## src/sv/gpioregs_pkg.sv

```systemverilog
`timescale 1ns / 1ps
// ----------------------------------------------------------------------------
// GPIO register block package
// Pin count, register word map, payload and decode types, reset tables.
// ----------------------------------------------------------------------------
package gpioregs_pkg;

    localparam int PIN_COUNT   = 54;
    localparam int FSEL_WORDS  = (PIN_COUNT + 9) / 10;
    localparam int FSEL_IDX_W  = $clog2(FSEL_WORDS);
    localparam int HI_PINS     = PIN_COUNT - 32;

    localparam logic [5:0] A_FSEL_LAST = 6'(FSEL_WORDS - 1);
    localparam logic [5:0] A_SET0  = 6'd7;
    localparam logic [5:0] A_SET1  = 6'd8;
    localparam logic [5:0] A_CLR0  = 6'd10;
    localparam logic [5:0] A_CLR1  = 6'd11;
    localparam logic [5:0] A_LEV0  = 6'd13;
    localparam logic [5:0] A_LEV1  = 6'd14;
    localparam logic [5:0] A_PULL  = 6'd37;
    localparam logic [5:0] A_PCLK0 = 6'd38;
    localparam logic [5:0] A_PCLK1 = 6'd39;

    localparam logic       MODE_READ  = 1'b0;
    localparam logic       MODE_WRITE = 1'b1;

    localparam logic [2:0] FSEL_OUTPUT = 3'd1;
    localparam logic [1:0] PULL_NONE   = 2'd0;
    localparam logic [1:0] PULL_DOWN   = 2'd1;
    localparam logic [1:0] PULL_UP     = 2'd2;

    typedef struct packed {
        logic                 mode;
        logic [5:0]           word_address;
        logic [31:0]          write_data;
        logic [PIN_COUNT-1:0] pad_levels;
    } t_cmd;

    typedef struct packed {
        logic [31:0]          read_data;
        logic                 access_error;
        logic [PIN_COUNT-1:0] drive_levels;
        logic [PIN_COUNT-1:0] output_enables;
        logic [PIN_COUNT-1:0] pull_up_pins;
        logic [PIN_COUNT-1:0] pull_down_pins;
    } t_rsp;

    typedef struct packed {
        logic fsel;
        logic set;
        logic clr;
        logic lev;
        logic pull;
        logic pclk;
        logic bank;
        logic error;
    } t_dec;

    function automatic logic [1:0] pull_reset_code(input int pin);
        logic [1:0] code;
        if (pin <= 8)       code = PULL_UP;
        else if (pin <= 27) code = PULL_DOWN;
        else if (pin <= 29) code = PULL_NONE;
        else if (pin <= 33) code = PULL_DOWN;
        else if (pin <= 36) code = PULL_UP;
        else if (pin <= 43) code = PULL_DOWN;
        else if (pin <= 45) code = PULL_NONE;
        else if (pin <= 53) code = PULL_UP;
        else                code = PULL_NONE;
        return code;
    endfunction

    function automatic logic [PIN_COUNT-1:0][1:0] pull_reset_table();
        logic [PIN_COUNT-1:0][1:0] t;
        for (int n = 0; n < PIN_COUNT; n++) begin
            t[n] = pull_reset_code(n);
        end
        return t;
    endfunction

    localparam logic [PIN_COUNT-1:0][1:0] PULL_RESET = pull_reset_table();

    function automatic logic [29:0] fsel_word_mask(input logic [FSEL_IDX_W-1:0] idx);
        logic [29:0] m;
        m = '0;
        for (int k = 0; k < 10; k++) begin
            if (int'(idx) * 10 + k < PIN_COUNT) begin
                m[3*k +: 3] = 3'b111;
            end
        end
        return m;
    endfunction

endpackage

```

## src/sv/gpioregs_decode.sv

```systemverilog
`timescale 1ns / 1ps
// ----------------------------------------------------------------------------
// GPIO register address decoder
// Maps a word address to its register group, bank and error flag.
// ----------------------------------------------------------------------------
module gpioregs_decode
    import gpioregs_pkg::*;
(
    input  logic [5:0] i_word_address,
    output t_dec       o_dec
);

    always_comb begin
        o_dec = '0;
        unique case (i_word_address) inside
            [6'd0:A_FSEL_LAST]: begin
                o_dec.fsel = 1'b1;
            end
            A_SET0, A_SET1: begin
                o_dec.set  = 1'b1;
                o_dec.bank = (i_word_address == A_SET1);
            end
            A_CLR0, A_CLR1: begin
                o_dec.clr  = 1'b1;
                o_dec.bank = (i_word_address == A_CLR1);
            end
            A_LEV0, A_LEV1: begin
                o_dec.lev  = 1'b1;
                o_dec.bank = (i_word_address == A_LEV1);
            end
            A_PULL: begin
                o_dec.pull = 1'b1;
            end
            A_PCLK0, A_PCLK1: begin
                o_dec.pclk = 1'b1;
                o_dec.bank = (i_word_address == A_PCLK1);
            end
            default: begin
                o_dec.error = 1'b1;
            end
        endcase
    end

endmodule

```

## src/sv/gpio_pin_controller_registers_core.sv

```systemverilog
`timescale 1ns / 1ps
// ----------------------------------------------------------------------------
// GPIO pin controller register block
// Function selects, output latch set/clear, pad level read, pull control.
//
//   channel   strobe    payload    notes
//   command   i_start   i_cmd      taken when i_start && !o_busy
//   result    o_done    o_result   one cycle, no back-pressure
//
// One transaction per cycle. The accepting edge loads the command register;
// the result register then takes decode/update in step with o_done.
// o_busy is always low. Synchronous active-low reset loads the default
// pull table and clears selects, latch, pull code and pull clock words.
// ----------------------------------------------------------------------------
module gpio_pin_controller_registers_core
    import gpioregs_pkg::*;
(
    input  logic i_clk,
    input  logic i_rst_n,
    input  logic i_start,
    input  t_cmd i_cmd,
    output logic o_busy,
    output logic o_done,
    output t_rsp o_result
);

    logic                      r_cmd_valid;
    t_cmd                      r_cmd;
    logic                      r_done;
    t_rsp                      r_rsp;

    logic [29:0]               r_fsel [FSEL_WORDS];
    logic [PIN_COUNT-1:0]      r_latch;
    logic [1:0]                r_pull_code;
    logic [31:0]               r_pclk0;
    logic [HI_PINS-1:0]        r_pclk1;
    logic [PIN_COUNT-1:0][1:0] r_pull;

    logic [29:0]               n_fsel [FSEL_WORDS];
    logic [PIN_COUNT-1:0]      n_latch;
    logic [1:0]                n_pull_code;
    logic [31:0]               n_pclk0;
    logic [HI_PINS-1:0]        n_pclk1;
    logic [PIN_COUNT-1:0][1:0] n_pull;
    t_rsp                      n_rsp;

    t_dec                      dec;
    logic                      wr;
    logic [FSEL_IDX_W-1:0]     fidx;
    logic [63:0]               bank_bits;
    logic [63:0]               pads_wide;
    logic [31:0]               rd;

    gpioregs_decode u_decode (
        .i_word_address (r_cmd.word_address),
        .o_dec          (dec)
    );

    assign o_busy   = 1'b0;
    assign o_done   = r_done;
    assign o_result = r_rsp;

    assign wr        = r_cmd_valid && (r_cmd.mode == MODE_WRITE);
    assign fidx      = r_cmd.word_address[FSEL_IDX_W-1:0];
    assign bank_bits = dec.bank ? {r_cmd.write_data, 32'b0} : {32'b0, r_cmd.write_data};
    assign pads_wide = {{(64 - PIN_COUNT){1'b0}}, r_cmd.pad_levels};

    always_comb begin
        n_fsel      = r_fsel;
        n_latch     = r_latch;
        n_pull_code = r_pull_code;
        n_pclk0     = r_pclk0;
        n_pclk1     = r_pclk1;
        n_pull      = r_pull;
        rd          = '0;

        if (dec.fsel) begin
            if (wr) begin
                n_fsel[fidx] = r_cmd.write_data[29:0] & fsel_word_mask(fidx);
            end
            rd = {2'b0, r_fsel[fidx]};
        end
        if (dec.set && wr) begin
            n_latch = r_latch | bank_bits[PIN_COUNT-1:0];
        end
        if (dec.clr && wr) begin
            n_latch = r_latch & ~bank_bits[PIN_COUNT-1:0];
        end
        if (dec.lev) begin
            rd = dec.bank ? pads_wide[63:32] : pads_wide[31:0];
        end
        if (dec.pull) begin
            if (wr) begin
                n_pull_code = r_cmd.write_data[1:0];
            end
            rd = {30'b0, r_pull_code};
        end
        if (dec.pclk) begin
            if (wr) begin
                if (dec.bank) begin
                    n_pclk1 = r_cmd.write_data[HI_PINS-1:0];
                end else begin
                    n_pclk0 = r_cmd.write_data;
                end
                for (int n = 0; n < PIN_COUNT; n++) begin
                    if (bank_bits[n]) begin
                        n_pull[n] = r_pull_code;
                    end
                end
            end
            rd = dec.bank ? {{(32 - HI_PINS){1'b0}}, r_pclk1} : r_pclk0;
        end

        if (r_cmd.mode == MODE_WRITE) begin
            rd = '0;
        end

        n_rsp.read_data    = rd;
        n_rsp.access_error = dec.error;
        n_rsp.drive_levels = n_latch;
        for (int n = 0; n < PIN_COUNT; n++) begin
            n_rsp.output_enables[n] = (n_fsel[n / 10][3 * (n % 10) +: 3] == FSEL_OUTPUT);
            n_rsp.pull_up_pins[n]   = (n_pull[n] == PULL_UP);
            n_rsp.pull_down_pins[n] = (n_pull[n] == PULL_DOWN);
        end
    end

    always_ff @(posedge i_clk) begin
        if (!i_rst_n) begin
            r_cmd_valid <= 1'b0;
            r_done      <= 1'b0;
            r_latch     <= '0;
            r_pull_code <= PULL_NONE;
            r_pclk0     <= '0;
            r_pclk1     <= '0;
            r_pull      <= PULL_RESET;
            for (int w = 0; w < FSEL_WORDS; w++) begin
                r_fsel[w] <= '0;
            end
        end else begin
            r_cmd_valid <= i_start && !o_busy;
            r_done      <= r_cmd_valid;
            if (r_cmd_valid) begin
                r_fsel      <= n_fsel;
                r_latch     <= n_latch;
                r_pull_code <= n_pull_code;
                r_pclk0     <= n_pclk0;
                r_pclk1     <= n_pclk1;
                r_pull      <= n_pull;
            end
        end
    end

    always_ff @(posedge i_clk) begin
        if (i_start && !o_busy) begin
            r_cmd <= i_cmd;
        end
        if (r_cmd_valid) begin
            r_rsp <= n_rsp;
        end
    end

endmodule
```

## config.mk

```make
export PLATFORM = sky130hd
export DESIGN_NAME = gpio_pin_controller_registers_core
export DESIGN_NICKNAME = d
export VERILOG_FILES = /design/src/sv/gpioregs_pkg.sv /design/src/sv/gpioregs_decode.sv /design/src/sv/gpio_pin_controller_registers_core.sv
export SDC_FILE = /design/constraint.sdc
export NUM_CORES = 1
export LEC_CHECK = 0
export ABC_AREA = 1
export ABC_CLOCK_PERIOD_IN_PS = 8400
export BUFFER_PORTS_ARGS = -buffer_cell sky130_fd_sc_hd__clkbuf_2
export CORE_MARGIN = 8
export CORE_UTILIZATION = 53
export DETAILED_ROUTE_END_ITERATION = 8
export PLACE_DENSITY_LB_ADDON = 0.12
export SYNTH_ARGS = -nofsm -noshare
export SYNTH_HDL_FRONTEND = slang
export SYNTH_SLANG_ARGS = --single-unit
```

## constraint.sdc

```tcl
create_clock -name i_clk -period 8.4 [get_ports i_clk]
set_input_delay 1.26 -clock i_clk [delete_from_list [all_inputs] [get_ports i_clk]]
set_output_delay 1.26 -clock i_clk [all_outputs]
set_load 0.1 [all_outputs]
```

==> metrics <==
status finished, final reports clean; mapped cell area 30600 µm²; CP most frequent cell buf_4; Cell Chain, Critical Path buf_4 > inv_1 > buf_4 > ha_1 > inv_1 > nand3b_1 > nand2_2 > buf_4 > inv_2 > nand2_4 > nor2_4 > inv_2 > o21ai_0 > nor2_1; fill count about 4900; Synth Area per Inst approximately 9.2 µm²; total grt overflow 0; syn nets 3427; synth top area cells edfxtp_1 34%, dfxtp_1 26%, nand2_1 9.1%; top_reg_cell synth dfxtp_1; largest area contributor in the netlist edfxtp_1; sequential area share after synthesis around three fifths; CP max stage delay 0.80 ns; final WL 97.4 mm; Post-synth ARST share 0%; top cells by count, synth 744 x nand2_1, 444 x nor2_1, 400 x dfxtp_1, 342 x edfxtp_1, 228 x a21oi_1; Cells after Synth 3317; Ys Warns 0; GPL Wtd Cong 0.906; initial antenna violation count 4; number of buffers added on ports between 300 and 400; Cell variety after synth 49; final net count 3708; Total GRT Usage 28.7%; highest clock rate between 200 and 250 MHz; largest net degree at the start of global routing 176; fraction of layout cells with a size suffix above 1 18.5%; Top Family by Delay on Critical Path buffers and inverters; switch share 26.0%; vias in the first global route 23702; Hold Buf Count CTS 0; Tmin final 4.10 ns; die width 256 µm; EDFF count, synth about 340; Row Count 88; Avg WL per Cell 22.0 µm; TritonCTS clock tree yes; hold_ws around 0.45 ns; clock power share 42.3%; I/O pins 347; Seq. cell area between 15000 and 20000 µm²; final-report max-slew violation count 0; critical path startpoint category flip-flop; Initial Util 53.3%; # DRC 0; Yosys reg bits 742; Final setup viols 0; Clock Skews 0.0248 ns; total number of vias 24590; WS Path Type reg -> reg; ANT nets after route 0; leakage power between 10 and 15 nW; multi-input logic area between 10000 and 15000 µm²; Die Span Y 256 µm; clk root buf clkbuf_16; Worst-path clk slew around 0.060 ns; DIE AREA 65600 µm²; slowest CP cell nor2_4; Syn-to-layout area delta 15.3%; CTS Buf Count 77; crit end category flip-flop; VDD IR max 0.171 mV; worst-path maximum fanout 42; Setup Buffers After CTS 0; core area 57400 µm²; combinational share of power 8.8%; Least-Margin Pin Slew 1.16 ns; CP arrival 4.46 ns; required time worst endpoint 8.76 ns; most common cell in the netlist nand2_1; first-pass GRT wire length 145 mm; unrepaired setup endpoints after global routing no; Vias/cell ~5.6; switching pwr 2.10 mW; Int Pwr 5.98 mW; Seq pwr share slightly below 50%; CTS Buffer Depth 3; first drt pass iteration count 6; setup_tns 0 ns; Worst slew margin 22.4%; DP HPWL 66.7 mm; H-Tree Level Count 3; pwr dens 229 nW/µm²; Skew-Pair Late Insertion Delay 0.62 ns; initial drt markers 2387; Worst Hold Class reg -> reg; max_cap viols 0; final hold vios 0; area share of the largest cell type after synthesis about a third; Bufs and invs on worst path 7; CTS sink cnt between 700 and 800; Resize count post-CTS 0; final worst path period share just under 50%
-- registers in the layout, summed over array words and instances, names as in the netlist, named ones only --
register,cells
r_pull,108
r_pclk0,32
r_pclk1,22
r_latch,54
r_fsel,162
r_cmd_valid,1
o_result,249
fidx,3
r_pull_code,2
pads_wide,54
o_done,1
r_cmd,36
-- layout by cell type, fill, tap and decap left out, types with 34 or more instances in the layout --
master | synthesis | final
o21ai_1 | 40 | 41
clkbuf_2 | 3 | 343
o21ai_2 | 34 | 34
a21oi_1 | 228 | 228
or2_2 | 37 | 37
dfxtp_1 | 400 | 399
nand4_1 | 41 | 41
inv_1 | 207 | 205
edfxtp_1 | 342 | 342
o21ai_0 | 202 | 201
clkbuf_16 | 0 | 79
nand2_1 | 744 | 744
and2_1 | 83 | 83
nor2_1 | 444 | 442
nand3_1 | 58 | 58
nand2_4 | 45 | 45
-- routing by layer --
layer | routed length (µm) | global-route usage, % | share of wire [%] | up-vias
met2 | 46700 | 47.5 | 48 | 1097
met1 | 38800 | 36.3 | 40 | 11744
met3 | 7150 | 4.78 | 7.3 | 220
met5 | 13 | 0 | 0.013 | -
met4 | 4750 | 13.8 | 4.9 | 2
li1 | - | - | - | 11527
-- layout make-up --
type	instances	area share (%)
diodes	1	0.00710
clock buffers	103	6.06
clock inverters	41	1.10
inverters	221	2.39
multi-input cells	2181	30.2
flip-flops and latches	742	51.9
well taps	765	2.72
repair buffers	375	5.62
-- power by group through the flow --
stage | clock network [mW] | registers, mW | logic (mW)
final | 3.42 | 3.95 | 0.713
after CTS | 3.47 | 3.95 | 0.711
after global routing | 3.60 | 3.95 | 0.751
after detailed placement | 0 | 4.02 | 0.709
after floorplan | 0 | 4.24 | 0.253
after global placement | 0 | 4.02 | 0.703
-- final timing paths --
check	start	end	slack, ns	depth (start not counted)
hold reg to reg	r_pull[20]	r_pull[20]	0.45	2
setup reg to reg	fidx[1]	o_result[112]	4.30	14
setup / recovery	fidx[1]	o_result[112]	4.30	14
hold / removal	r_pull[20]	r_pull[20]	0.45	2
-- stage by stage --
step	power [mW]	area, µm²	setup WS (ns)	cells	util (%)
after floorplan	4.49	30600	0.381	3317	-
after global placement	4.73	32700	4.47	4284	57.0
after detailed placement	4.73	32700	4.38	4284	57.0
after CTS	8.13	35200	4.37	4428	61.4
after global routing	8.30	35200	3.99	4428	61.4
final	8.08	35200	4.30	4429	61.4
-- worst register-to-register path: stages, from the launching register on --
cell	delay (ns)
edfxtp_1	0.36
buf_4	0.22
inv_1	0.08
buf_4	0.39
ha_1	0.28
inv_1	0.08
nand3b_1	0.10
nand2_2	0.06
buf_4	0.27
inv_2	0.23
nand2_4	0.16
nor2_4	0.80
inv_2	0.42
o21ai_0	0.32
nor2_1	0.08
-- cells by family (layout without fill, tap and decap cells) --
logic type      Yosys count  in the layout  share of synthesized area (%)
xor+xnor                  1              1                         0.0287
simple gates           1531           1531                           22.3
other cells               1              2                         0.0123
buf+inv                 394            740                           5.45
flops                   742            742                           59.8
fa+ha+maj                14             14                          0.598
compound gates          634            634                           11.8
Note: power is estimated with default switching activity, not from simulation.
